`src/iir1_pkg.sv`:
```
// types and constants for the direct-form-I iir filter
// no dependencies
package iir1_pkg;

    localparam int SAMPLE_W = 16;
    localparam int COEFF_W  = 16;
    localparam int PROD_W   = 32;
    localparam int ACC_W    = 35;
    localparam int DVD_W    = ACC_W - 1;
    localparam int CNT_W    = $clog2(DVD_W + 1);
    localparam int NUM_COEFF = 3;
    localparam int APB_ADDR_W = 5;
    localparam int APB_DATA_W = 32;
    localparam logic signed [COEFF_W-1:0] Q_ONE = 16'sd4096;

    typedef enum logic
    {
        OP_FILTER  = 1'b0,
        OP_PRELOAD = 1'b1
    } op_t;

    typedef enum logic [2:0]
    {
        REG_FWD_COEFF_0 = 3'd0,
        REG_FWD_COEFF_1 = 3'd1,
        REG_FWD_COEFF_2 = 3'd2,
        REG_FB_COEFF_0  = 3'd3,
        REG_FB_COEFF_1  = 3'd4,
        REG_FB_COEFF_2  = 3'd5,
        REG_FWD_TAPS    = 3'd6,
        REG_FB_TAPS     = 3'd7
    } reg_idx_t;

    typedef enum logic [2:0]
    {
        ST_IDLE,
        ST_MUL,
        ST_ACC,
        ST_DIV_START,
        ST_DIV_WAIT,
        ST_DONE
    } state_t;

    typedef struct packed
    {
        logic               start;
        logic [DVD_W-1:0]   dividend;
        logic [COEFF_W-1:0] divisor;
    } iir1_div_req_t;

    typedef struct packed
    {
        logic             done;
        logic [DVD_W-1:0] quotient;
    } iir1_div_rsp_t;

endpackage

```
`src/iir1_ifs.sv`:
```
// valid/ready channels for the iir filter: input word and result word
// depends on iir1_pkg
interface iir1_item_if;
    logic                                 valid;
    logic                                 ready;
    logic                                 op;
    logic signed [iir1_pkg::SAMPLE_W-1:0] sample;
    logic signed [iir1_pkg::SAMPLE_W-1:0] init_output;

    modport source (output valid, output op, output sample, output init_output, input ready);
    modport sink   (input valid, input op, input sample, input init_output, output ready);
endinterface

interface iir1_result_if;
    logic                                 valid;
    logic                                 ready;
    logic signed [iir1_pkg::SAMPLE_W-1:0] filtered;

    modport source (output valid, output filtered, input ready);
    modport sink   (input valid, input filtered, output ready);
endinterface

```
`src/iir_direct_form_one_filter_top.sv`:
```
// direct-form-I iir filter (up to a biquad) with apb coefficient registers
// depends on iir1_pkg, iir1_ifs, iir1_div
//
// usage:
// item channel takes a word with op, sample and init_output. op filter runs one
// sample through the filter; op preload fills both histories and gives no result.
// result channel gives one filtered word per filter op.
// the apb port holds coefficients and tap counts at byte address 4*index;
// write them only while the block is idle.
// a filter word runs each product through ST_MUL and ST_ACC on the shared 16x16
// multiplier (nb + na - 1 products), then ST_DIV_START, then ST_DIV_WAIT for the
// restoring divider (34 quotient bits and its done flag), then ST_DONE to issue
// the result. when either tap count is 0 the sample goes straight to ST_DONE and
// passes through. a preload leaves the block in ST_IDLE.
// item ready is low while a word is at work; one word at a time.
// a finished result waits in an output register; the block already takes the
// next word while it waits, and only holds at its own end if it is still there.
// reset clears the apb registers, histories and the result valid flag.
module iir_direct_form_one_filter_top
#(
    parameter int FWD_TAPS_MAX = 3,
    parameter int FB_TAPS_MAX  = 3
)
(
    input  logic                              clk,
    input  logic                              rst_n,
    iir1_item_if.sink                         item,
    iir1_result_if.source                     result,
    input  logic                              psel,
    input  logic                              penable,
    input  logic                              pwrite,
    input  logic [iir1_pkg::APB_ADDR_W-1:0]   paddr,
    input  logic [iir1_pkg::APB_DATA_W-1:0]   pwdata,
    output logic [iir1_pkg::APB_DATA_W-1:0]   prdata,
    output logic                              pready
);
    import iir1_pkg::*;

    localparam int FWD_IDX_W = (FWD_TAPS_MAX > 2) ? 2 : 1;
    localparam int FB_IDX_W  = (FB_TAPS_MAX > 2) ? 2 : 1;
    localparam logic [1:0] FWD_MAX_C = 2'(FWD_TAPS_MAX);
    localparam logic [1:0] FB_MAX_C  = 2'(FB_TAPS_MAX);

    logic signed [COEFF_W-1:0]  fwd_coeff_reg [NUM_COEFF];
    logic signed [COEFF_W-1:0]  fb_coeff_reg  [NUM_COEFF];
    logic [1:0]                 fwd_taps_reg;
    logic [1:0]                 fb_taps_reg;
    logic signed [SAMPLE_W-1:0] in_hist_reg   [FWD_TAPS_MAX];
    logic signed [SAMPLE_W-1:0] out_hist_reg  [FB_TAPS_MAX];

    state_t                     state_reg, state_next;
    logic [1:0]                 term_idx_reg, term_idx_next;
    logic                       fb_phase_reg, fb_phase_next;
    logic                       bypass_reg;
    logic                       q_neg_reg;
    logic signed [SAMPLE_W-1:0] sample_reg;
    logic signed [PROD_W-1:0]   prod_reg;
    logic signed [ACC_W-1:0]    acc_reg;
    logic                       result_valid_reg;
    logic signed [SAMPLE_W-1:0] result_reg;

    logic [1:0]                 nb, na;
    logic                       accept, is_filter, is_bypass, issue;
    logic signed [COEFF_W-1:0]  coeff_sel;
    logic signed [SAMPLE_W-1:0] hist_sel;
    logic [ACC_W-1:0]           acc_mag;
    logic                       a0_plain;
    logic [COEFF_W-1:0]         a0_mag;
    logic signed [SAMPLE_W-1:0] sat_q;
    logic                       cfg_write;
    reg_idx_t                   cfg_idx;
    iir1_div_req_t              div_req;
    iir1_div_rsp_t              div_rsp;

    // tap counts clamped to the built history depth
    assign nb = (fwd_taps_reg > FWD_MAX_C) ? FWD_MAX_C : fwd_taps_reg;
    assign na = (fb_taps_reg > FB_MAX_C) ? FB_MAX_C : fb_taps_reg;

    assign item.ready = (state_reg == ST_IDLE);
    assign accept     = item.valid && item.ready;
    assign is_filter  = (item.op == OP_FILTER);
    assign is_bypass  = (nb == 2'd0) || (na == 2'd0);
    assign issue      = (state_reg == ST_DONE) && (!result_valid_reg || result.ready);

    // apb registers
    assign pready    = 1'b1;
    assign cfg_write = psel && penable && pwrite;
    assign cfg_idx   = reg_idx_t'(paddr[4:2]);

    always_ff @(posedge clk or negedge rst_n)
    begin
        if (!rst_n)
        begin
            for (int i = 0; i < NUM_COEFF; i++)
            begin
                fwd_coeff_reg[i] <= '0;
                fb_coeff_reg[i]  <= '0;
            end
            fwd_taps_reg <= '0;
            fb_taps_reg  <= '0;
        end
        else if (cfg_write)
        begin
            case (cfg_idx)
                REG_FWD_COEFF_0: fwd_coeff_reg[0] <= pwdata[COEFF_W-1:0];
                REG_FWD_COEFF_1: fwd_coeff_reg[1] <= pwdata[COEFF_W-1:0];
                REG_FWD_COEFF_2: fwd_coeff_reg[2] <= pwdata[COEFF_W-1:0];
                REG_FB_COEFF_0:  fb_coeff_reg[0]  <= pwdata[COEFF_W-1:0];
                REG_FB_COEFF_1:  fb_coeff_reg[1]  <= pwdata[COEFF_W-1:0];
                REG_FB_COEFF_2:  fb_coeff_reg[2]  <= pwdata[COEFF_W-1:0];
                REG_FWD_TAPS:    fwd_taps_reg     <= pwdata[1:0];
                REG_FB_TAPS:     fb_taps_reg      <= pwdata[1:0];
                default:         fwd_taps_reg     <= fwd_taps_reg;
            endcase
        end
    end

    always_comb
    begin
        case (cfg_idx)
            REG_FWD_COEFF_0: prdata = {16'd0, fwd_coeff_reg[0]};
            REG_FWD_COEFF_1: prdata = {16'd0, fwd_coeff_reg[1]};
            REG_FWD_COEFF_2: prdata = {16'd0, fwd_coeff_reg[2]};
            REG_FB_COEFF_0:  prdata = {16'd0, fb_coeff_reg[0]};
            REG_FB_COEFF_1:  prdata = {16'd0, fb_coeff_reg[1]};
            REG_FB_COEFF_2:  prdata = {16'd0, fb_coeff_reg[2]};
            REG_FWD_TAPS:    prdata = {30'd0, fwd_taps_reg};
            REG_FB_TAPS:     prdata = {30'd0, fb_taps_reg};
            default:         prdata = '0;
        endcase
    end

    // sequencer
    always_ff @(posedge clk or negedge rst_n)
    begin
        if (!rst_n)
        begin
            state_reg    <= ST_IDLE;
            term_idx_reg <= '0;
            fb_phase_reg <= 1'b0;
        end
        else
        begin
            state_reg    <= state_next;
            term_idx_reg <= term_idx_next;
            fb_phase_reg <= fb_phase_next;
        end
    end

    always_comb
    begin
        state_next    = state_reg;
        term_idx_next = term_idx_reg;
        fb_phase_next = fb_phase_reg;
        case (state_reg)
            ST_IDLE:
            begin
                if (accept && is_filter)
                begin
                    state_next    = is_bypass ? ST_DONE : ST_MUL;
                    term_idx_next = '0;
                    fb_phase_next = 1'b0;
                end
            end
            ST_MUL:
            begin
                state_next = ST_ACC;
            end
            ST_ACC:
            begin
                if (!fb_phase_reg)
                begin
                    if (term_idx_reg == nb - 2'd1)
                    begin
                        if (na > 2'd1)
                        begin
                            state_next    = ST_MUL;
                            fb_phase_next = 1'b1;
                            term_idx_next = 2'd1;
                        end
                        else
                        begin
                            state_next = ST_DIV_START;
                        end
                    end
                    else
                    begin
                        state_next    = ST_MUL;
                        term_idx_next = term_idx_reg + 2'd1;
                    end
                end
                else if (term_idx_reg == na - 2'd1)
                begin
                    state_next = ST_DIV_START;
                end
                else
                begin
                    state_next    = ST_MUL;
                    term_idx_next = term_idx_reg + 2'd1;
                end
            end
            ST_DIV_START:
            begin
                state_next = ST_DIV_WAIT;
            end
            ST_DIV_WAIT:
            begin
                if (div_rsp.done)
                begin
                    state_next = ST_DONE;
                end
            end
            ST_DONE:
            begin
                if (issue)
                begin
                    state_next = ST_IDLE;
                end
            end
            default:
            begin
                state_next = ST_IDLE;
            end
        endcase
    end

    // histories
    always_ff @(posedge clk or negedge rst_n)
    begin
        if (!rst_n)
        begin
            for (int i = 0; i < FWD_TAPS_MAX; i++)
            begin
                in_hist_reg[i] <= '0;
            end
            for (int i = 0; i < FB_TAPS_MAX; i++)
            begin
                out_hist_reg[i] <= '0;
            end
        end
        else if (accept && !is_filter)
        begin
            for (int i = 0; i < FWD_TAPS_MAX; i++)
            begin
                in_hist_reg[i] <= item.sample;
            end
            for (int i = 0; i < FB_TAPS_MAX; i++)
            begin
                out_hist_reg[i] <= item.init_output;
            end
        end
        else if (accept && !is_bypass)
        begin
            for (int i = 1; i < FWD_TAPS_MAX; i++)
            begin
                if (2'(i) < nb)
                begin
                    in_hist_reg[i] <= in_hist_reg[i-1];
                end
            end
            for (int i = 1; i < FB_TAPS_MAX; i++)
            begin
                if (2'(i) < na)
                begin
                    out_hist_reg[i] <= out_hist_reg[i-1];
                end
            end
            in_hist_reg[0] <= item.sample;
        end
        else if (issue && !bypass_reg)
        begin
            out_hist_reg[0] <= sat_q;
        end
    end

    // shared multiply-accumulate
    assign coeff_sel = fb_phase_reg ? fb_coeff_reg[term_idx_reg] : fwd_coeff_reg[term_idx_reg];
    assign hist_sel  = fb_phase_reg ? out_hist_reg[term_idx_reg[FB_IDX_W-1:0]]
                                    : in_hist_reg[term_idx_reg[FWD_IDX_W-1:0]];

    always_ff @(posedge clk)
    begin
        if (accept && is_filter)
        begin
            sample_reg <= item.sample;
            bypass_reg <= is_bypass;
            acc_reg    <= '0;
        end
        if (state_reg == ST_MUL)
        begin
            prod_reg <= coeff_sel * hist_sel;
        end
        if (state_reg == ST_ACC)
        begin
            if (fb_phase_reg)
            begin
                acc_reg <= acc_reg - {{(ACC_W-PROD_W){prod_reg[PROD_W-1]}}, prod_reg};
            end
            else
            begin
                acc_reg <= acc_reg + {{(ACC_W-PROD_W){prod_reg[PROD_W-1]}}, prod_reg};
            end
        end
        if (state_reg == ST_DIV_START)
        begin
            q_neg_reg <= acc_reg[ACC_W-1] ^ (!a0_plain && fb_coeff_reg[0][COEFF_W-1]);
        end
    end

    // division by a0, or by 4096 when a0 is 0 or 1.0
    assign acc_mag  = acc_reg[ACC_W-1] ? (~acc_reg + 1'b1) : acc_reg;
    assign a0_plain = (fb_coeff_reg[0] == '0) || (fb_coeff_reg[0] == Q_ONE);
    assign a0_mag   = a0_plain ? Q_ONE :
                      (fb_coeff_reg[0][COEFF_W-1] ? (~fb_coeff_reg[0] + 1'b1) : fb_coeff_reg[0]);

    assign div_req.start    = (state_reg == ST_DIV_START);
    assign div_req.dividend = acc_mag[DVD_W-1:0];
    assign div_req.divisor  = a0_mag;

    iir1_div u_div
    (
        .clk   (clk),
        .rst_n (rst_n),
        .req   (div_req),
        .rsp   (div_rsp)
    );

    // saturate to 16 bits
    always_comb
    begin
        if (q_neg_reg)
        begin
            if (div_rsp.quotient > DVD_W'(32768))
            begin
                sat_q = 16'sh8000;
            end
            else
            begin
                sat_q = ~div_rsp.quotient[SAMPLE_W-1:0] + 1'b1;
            end
        end
        else if (div_rsp.quotient > DVD_W'(32767))
        begin
            sat_q = 16'sh7fff;
        end
        else
        begin
            sat_q = div_rsp.quotient[SAMPLE_W-1:0];
        end
    end

    // result register
    always_ff @(posedge clk or negedge rst_n)
    begin
        if (!rst_n)
        begin
            result_valid_reg <= 1'b0;
        end
        else if (issue)
        begin
            result_valid_reg <= 1'b1;
        end
        else if (result.ready)
        begin
            result_valid_reg <= 1'b0;
        end
    end

    always_ff @(posedge clk)
    begin
        if (issue)
        begin
            result_reg <= bypass_reg ? sample_reg : sat_q;
        end
    end

    assign result.valid    = result_valid_reg;
    assign result.filtered = result_reg;

endmodule

```
`src/iir1_div.sv`:
```
// restoring divider, one quotient bit per cycle, unsigned magnitudes
// depends on iir1_pkg
module iir1_div
(
    input  logic                    clk,
    input  logic                    rst_n,
    input  iir1_pkg::iir1_div_req_t req,
    output iir1_pkg::iir1_div_rsp_t rsp
);
    import iir1_pkg::*;

    logic [DVD_W-1:0]   quo_reg;
    logic [COEFF_W-1:0] rem_reg;
    logic [COEFF_W-1:0] divisor_reg;
    logic [CNT_W-1:0]   cnt_reg;
    logic               busy_reg;
    logic               done_reg;
    logic [COEFF_W:0]   trial;
    logic [COEFF_W:0]   diff;
    logic               fits;

    assign trial = {rem_reg, quo_reg[DVD_W-1]};
    assign diff  = trial - {1'b0, divisor_reg};
    assign fits  = trial >= {1'b0, divisor_reg};

    always_ff @(posedge clk or negedge rst_n)
    begin
        if (!rst_n)
        begin
            busy_reg <= 1'b0;
            done_reg <= 1'b0;
            cnt_reg  <= '0;
        end
        else
        begin
            done_reg <= 1'b0;
            if (req.start)
            begin
                busy_reg <= 1'b1;
                cnt_reg  <= CNT_W'(DVD_W);
            end
            else if (busy_reg)
            begin
                cnt_reg <= cnt_reg - 1'b1;
                if (cnt_reg == CNT_W'(1))
                begin
                    busy_reg <= 1'b0;
                    done_reg <= 1'b1;
                end
            end
        end
    end

    always_ff @(posedge clk)
    begin
        if (req.start)
        begin
            quo_reg     <= req.dividend;
            rem_reg     <= '0;
            divisor_reg <= req.divisor;
        end
        else if (busy_reg)
        begin
            rem_reg <= fits ? diff[COEFF_W-1:0] : trial[COEFF_W-1:0];
            quo_reg <= {quo_reg[DVD_W-2:0], fits};
        end
    end

    assign rsp.done     = done_reg;
    assign rsp.quotient = quo_reg;

endmodule

```
`src/flat_wrapper.sv`:
```
// flat-port wrapper written by rule: the top's interface ports become plain ports
module iir_direct_form_one_filter_top_flat import iir1_pkg::*;
#(
    parameter int FWD_TAPS_MAX = 3,
    parameter int FB_TAPS_MAX  = 3
)
  (clk, rst_n, psel, penable, pwrite, paddr, pwdata, prdata, pready, item_valid, item_op, item_sample, item_init_output, item_ready, result_valid, result_filtered, result_ready);
  iir1_item_if item_i ();
  iir1_result_if result_i ();
  input  logic clk;
  input  logic rst_n;
  input  logic psel;
  input  logic penable;
  input  logic pwrite;
  input  logic [iir1_pkg::APB_ADDR_W-1:0] paddr;
  input  logic [iir1_pkg::APB_DATA_W-1:0] pwdata;
  output logic [iir1_pkg::APB_DATA_W-1:0] prdata;
  output logic pready;
  input wire logic [$bits(item_i.valid)-1:0] item_valid;
  input wire logic [$bits(item_i.op)-1:0] item_op;
  input wire logic [$bits(item_i.sample)-1:0] item_sample;
  input wire logic [$bits(item_i.init_output)-1:0] item_init_output;
  output wire logic [$bits(item_i.ready)-1:0] item_ready;
  output wire logic [$bits(result_i.valid)-1:0] result_valid;
  output wire logic [$bits(result_i.filtered)-1:0] result_filtered;
  input wire logic [$bits(result_i.ready)-1:0] result_ready;
  assign item_i.valid = item_valid;
  assign item_i.op = item_op;
  assign item_i.sample = item_sample;
  assign item_i.init_output = item_init_output;
  assign item_ready = item_i.ready;
  assign result_valid = result_i.valid;
  assign result_filtered = result_i.filtered;
  assign result_i.ready = result_ready;
  iir_direct_form_one_filter_top #(.FWD_TAPS_MAX(FWD_TAPS_MAX), .FB_TAPS_MAX(FB_TAPS_MAX)) u_core (.clk(clk), .rst_n(rst_n), .item(item_i), .result(result_i), .psel(psel), .penable(penable), .pwrite(pwrite), .paddr(paddr), .pwdata(pwdata), .prdata(prdata), .pready(pready));
endmodule
```
`config.mk`:
```
export PLATFORM = sky130hd
export DESIGN_NAME = iir_direct_form_one_filter_top_flat
export DESIGN_NICKNAME = d
export VERILOG_FILES = /design/src/iir1_pkg.sv /design/src/iir1_ifs.sv /design/src/iir_direct_form_one_filter_top.sv /design/src/iir1_div.sv /design/src/flat_wrapper.sv
export SDC_FILE = /design/constraint.sdc
export NUM_CORES = 2
export LEC_CHECK = 0
export BUFFER_PORTS_ARGS = -buffer_cell sky130_fd_sc_hd__buf_2
export CAP_MARGIN = 30
export CORE_MARGIN = 1.5
export CORE_UTILIZATION = 30
export DETAILED_ROUTE_END_ITERATION = 10
export PLACE_DENSITY_LB_ADDON = 0.1
export SLEW_MARGIN = 30
export SYNTH_ARGS = -nofsm -noshare
export SYNTH_HDL_FRONTEND = slang
export SYNTH_HIERARCHICAL = 1
export SYNTH_SLANG_ARGS = --single-unit
```
`constraint.sdc`:
```
create_clock -name clk -period 8.35 [get_ports clk]
set_input_delay 1.2525 -clock clk [delete_from_list [all_inputs] [get_ports clk]]
set_output_delay 1.2525 -clock clk [all_outputs]
set_load 0.01 [all_outputs]
```
[Word level (Yosys, flattened, before mapping)]
Cells that the tools add are included.
Operators by class
  $add $sub $neg: 10
  $mul: 1
  magnitude comparators: 11
  equal/unequal tests: 22
  muxes and demuxes: 69
  bitwise operators: 7
  reduce and logical (&&, ||, !) cells: 48
Operators by type and width (count)
  $mux W16: 21
  $pmux W32 S8: 1
  $mux W48: 3
  $bmux W16 S2: 4
  $mux W35: 3
  $mux W34: 3
  $add A35 B35 Y35: 1
  $sub A35 B35 Y35: 1
  $add A34 B1 Y34 const B: 1
  $gt A34 B15 Y1 const B: 1
  $gt A34 B16 Y1 const B: 1
  $not A34 Y34: 1
  $add A16 B1 Y16 const B: 2
  $mul A16 B16 Y32: 1
  $mux W32: 1
  $not A16 Y16: 2
  $reduce_and A2 Y1: 14
  $mux W2: 10
  $reduce_bool A2 Y1: 10
  $eq A3 B3 Y1 const B: 6
  $pmux W3 S6: 1
  $ge A17 B16 Y1: 1
  $eq A16 B14 Y1 const B: 1
  $logic_not A16 Y1: 1
  other kinds (34): 77
Word-level totals
  register bits after elaboration: 378
  input bits: 77

[Longest topological paths before layout]
  depth after elaboration: 8
  mapped depth: 30
  depth with buffers taken out: 28

[Modules after synthesis]
Netlist, hierarchy kept.
Modules (own cells, without submodules)
  iir_direct_form_one_filter_top: times used 1, cells each 2970, area an instance 27969.3 sq um
  iir1_div: times used 1, cells each 319, area an instance 3809.9 sq um

[Worst setup path after synthesis]
No wires, ideal clock.
  path type: register to register
  from: reg u_core.term_idx_reg[0]
  to: reg u_core.prod_reg[28] (data pin)
  library setup time: 0.262 ns
  data arrival time: 7.064 ns
  required time: 8.088 ns
  setup slack: 1.023 ns
  stages on the path, launching flop included: 29
  buffers on the path: 3
  cell sequence: dfrtp_1 buf_2 inv_2 clkbuf_1 o22ai_1 o21bai_1 a221oi_1 clkbuf_1 nand2_1 fa_1 inv_1 fa_1 inv_1 fa_1 inv_1 fa_1 fa_1 inv_1 fa_1 inv_1 ha_1 o21a_1 o21a_1 o31a_1 o211ai_1 a21oi_1 a211oi_1 o21bai_1 xor2_1
On the way
  word-level cells in the longest chain between the ends: 6
  elaborated cells on any way between the ends: 16
  classes of those cells: mul: 1; mux: 14; bitwise: 1
RTL lines
  start: declaration: line iir_direct_form_one_filter_top.sv:52  | logic [1:0] term_idx_reg, term_idx_next;
  start signal: assignment: line iir_direct_form_one_filter_top.sv:145  | term_idx_reg <= term_idx_next;
  $not A2 Y3 (implied by the code) (*): line iir_direct_form_one_filter_top.sv:277, iir_direct_form_one_filter_top.sv:278, iir_direct_form_one_filter_top.sv:279
  $bmux W16 S2, on equally long branches: line iir_direct_form_one_filter_top.sv:277, iir_direct_form_one_filter_top.sv:278, iir_direct_form_one_filter_top.sv:279
  $mux W16, on equally long branches (2 in a row): line iir_direct_form_one_filter_top.sv:277, iir_direct_form_one_filter_top.sv:278, iir_direct_form_one_filter_top.sv:279
  $mux W16, on equally long branches: line iir_direct_form_one_filter_top.sv:277, iir_direct_form_one_filter_top.sv:278
  $mul A16 B16 Y32 (*): line iir_direct_form_one_filter_top.sv:291  | prod_reg <= coeff_sel * hist_sel;
  end signal: assignment: line iir_direct_form_one_filter_top.sv:291
  end: declaration: line iir_direct_form_one_filter_top.sv:57  | logic signed [PROD_W-1:0] prod_reg;
Mark *: on every way between the ends. The rest lies on a longest branch, timed or not. The select of a mux whose other input is x is not followed.
A chain may end at the register's enable or synchronous reset.

[Worst setup path after layout]
  from: reg u_core.term_idx_reg[1]
  to: reg u_core.prod_reg[31] (data pin)
Same word-level chain as after synthesis.

==> reports/metrics.yaml <==
status: "finished clean"
min_from: "u_core/u_div/rem_reg[15]$_SDFFE_PP0P_"
place_area_um2: 34000
h-tree-depth: 2
crit_start: "u_core/term_idx_reg[1]$_DFFE_PN0P_"
rsz0062_at_grt: "no"
worstSetupPathType: "reg -> reg"
relSlewSlack_pct: 38.5
min_to: "u_core/u_div/rem_reg[15]$_SDFFE_PP0P_"
grt_antenna_before_repair: 5
cap_viol_max_count: 0
cts_root_buf: "clkbuf_16"
synth_edf_count: 151
startpoint_type: "flop"
area_growth_pct: 12.1
ys_ff_latch: 378
hold_viol: 0
fin_area_um2: 35600
async_flop_share_pct: 55.8
hold_depth: 2
initial_utilization_pct: 30.2
rows: 119
place_hpwl_um: 72300
reg2reg_to: "u_core/prod_reg[31]$_DFFE_PP_"
tightest_slew_ns: 0.922
routed_wl_um: 95500
postRouteAntennaNets: 0
ys_types: 89
cts_tree: "yes"
clock_skew_ns: 0.0407
finalCritPeriodShare_pct: 94.3
gp_congestion: 0.800
ys_seq_area_share_pct: 31.9
grt_overflow: 0
die_h_um: 328
end_kind: "flop"
pre_cts_slack_ns: 0.466
synth_top_cell_by_area: "fa_1"
path_max_fanout: 48
grtUsageTotal_pct: 17.7
synth_area_um2: 31800
clk_pin_slew_ns: 0.06
post_drt_wl_per_cell_um: 20.0
fp.dieW_um: 328
r2r_start: "u_core/term_idx_reg[1]$_DFFE_PN0P_"
synth.avg_cell_area_um2: 9.66
tns_ns: 0
synth_warnings: 6
grt_pass1_vias: 24000
drt_first_pass_iters: 5
dieArea_um2: 108000
cp.arrival_ns: 8.20
final_net_count: 3839
cts_buffers: 48
post-route-min-period_ns: 7.87
synth_top_area_share_pct: 16.6
worst-r2r-setup-slack_ns: 0.48
cp.required_ns: 8.68
vias_per_cell: 4.96
synth.area.top_cells: "fa_1, dfrtp_1, edfxtp_1"
clockBufferDepth: 3
synth_cells: 3289
coreArea_um2: 105000
drc: 0
synth.most_common_cell: "inv_1"
clkLatencyLatePin_ns: 0.62
worst-r2r-cell-count: 22
io_pins: 128
ys_dominant_reg_cell: "dfrtp_1"
slew_violations: 0
hold_class: "reg -> reg"
drtIter0Drc: 1421
synth_commonest_cells: "inv_1, nor2_1, nand2_1, fa_1, dfrtp_1"
grt_pass1_wl_um: 147000
fillers: 10900
layout_setup_ws_ns: 0.477
final_layout_size_suffix_gt1_share_pct: 13.8
setup_violations: 0
cts.sinks: 378
max_freq_ghz: 0.127
grt_max_degree: 125
portBuffers: 92
num_vias: 23700
==> through the flow <==
stage          hold WS [ns]  std cells  util [%]
2_1_floorplan         0.448       3304         -
3_3_place_gp          0.472       4695      32.4
3_5_place_dp          0.482       4695      32.4
4_1_cts               0.490       4781      33.9
5_1_grt               0.533       4782      33.9
6_report              0.489       4782      33.9
==> how the worst max path moves through the flow <==
stage / end / slack [ns]
detailed placement: u_core/prod_reg[30]$_DFFE_PP_ / 0.47
global placement: u_core/prod_reg[30]$_DFFE_PP_ / 0.46
CTS: u_core/prod_reg[30]$_DFFE_PP_ / 0.40
global route: u_core/prod_reg[31]$_DFFE_PP_ / 0.06
finish: u_core/prod_reg[31]$_DFFE_PP_ / 0.48
floorplan: u_core/prod_reg[28]$_DFFE_PP_ / 1.02
==> layout make-up <==
| type | count | area [um^2] | share of cell area, % |
|---|---|---|---|
| inverter | 406 | 1530 | 4.29 |
| multi-input combinational | 2357 | 19500 | 54.8 |
| sequential | 378 | 10100 | 28.5 |
| antenna | 1 | 2.50 | 0.00702 |
| tap | 1391 | 1740 | 4.89 |
| timing repair buffer | 163 | 1080 | 3.03 |
| clock inverter | 24 | 253 | 0.709 |
| clock buffer | 62 | 1350 | 3.78 |
==> worst max-delay path: stages, from the launching register on <==
cell and delay, ns:
dfrtp_1 0.47, inv_2 0.14, buf_12 0.25, o22ai_1 0.14, o21bai_1 0.23, a221o_1 0.63, or2_2 0.44, fa_1 0.55
fa_1 0.64, clkinvlp_4 0.31, fa_1 0.63, fa_1 0.45, fa_1 0.54, inv_1 0.05, fa_1 0.53, inv_1 0.04
ha_1 0.35, a21oi_1 0.21, o21bai_1 0.08, a22o_1 0.22, a31oi_1 0.30, a31oi_1 0.16, xnor2_1 0.16
==> metal layers <==
layer  up-vias  wire (um)  track usage, %
met5         -         13               0
met3        93       3610            2.26
met4         2       1820            4.12
met1     11900      45800            25.3
met2       384      44300            28.4
li1      11400          -               -
==> cells by family (layout without fill, tap and decap cells) <==
logic type | after synthesis | after routing | synth area share, %
and+or+nand+nor | 902 | 902 | 13.1
AOI/OAI and AO/OA | 658 | 658 | 13.8
buffers and inverters | 569 | 655 | 7.02
adders and majority gates | 408 | 408 | 22.3
DFF | 378 | 378 | 31.9
muxes | 218 | 218 | 7.56
xor gates and xnor gates | 154 | 154 | 4.24
other | 2 | 18 | 0.0236
==> layout by cell type (no fill, tap or decap), types with 50 or more instances in the layout <==
master,synthesis,routed
dfrtp_1,211,209
nand2b_1,51,51
a21oi_1,111,111
o22ai_1,86,86
xnor2_1,120,120
nor2_1,317,315
nand2_1,291,289
a31oi_1,53,53
o21ai_0,135,134
clkbuf_16,0,50
ha_1,144,144
inv_1,403,402
buf_4,18,65
edfxtp_1,151,151
fa_1,264,264
mux2i_1,52,52
mux2_2,165,165
buf_2,17,91
==> what timing repair did <==
| action | in CTS | in global routing |
|---|---|---|
| setup buffers | 0 | 0 |
| endpoints found under the setup margin | 0 | 2 |
| gates resized for setup | 0 | 2 |
| hold buffers | 0 | 0 |
Power is left out: the tool's default activity adds up to more than one toggle a clock period on the data nets, which glitch-free logic cannot reach.
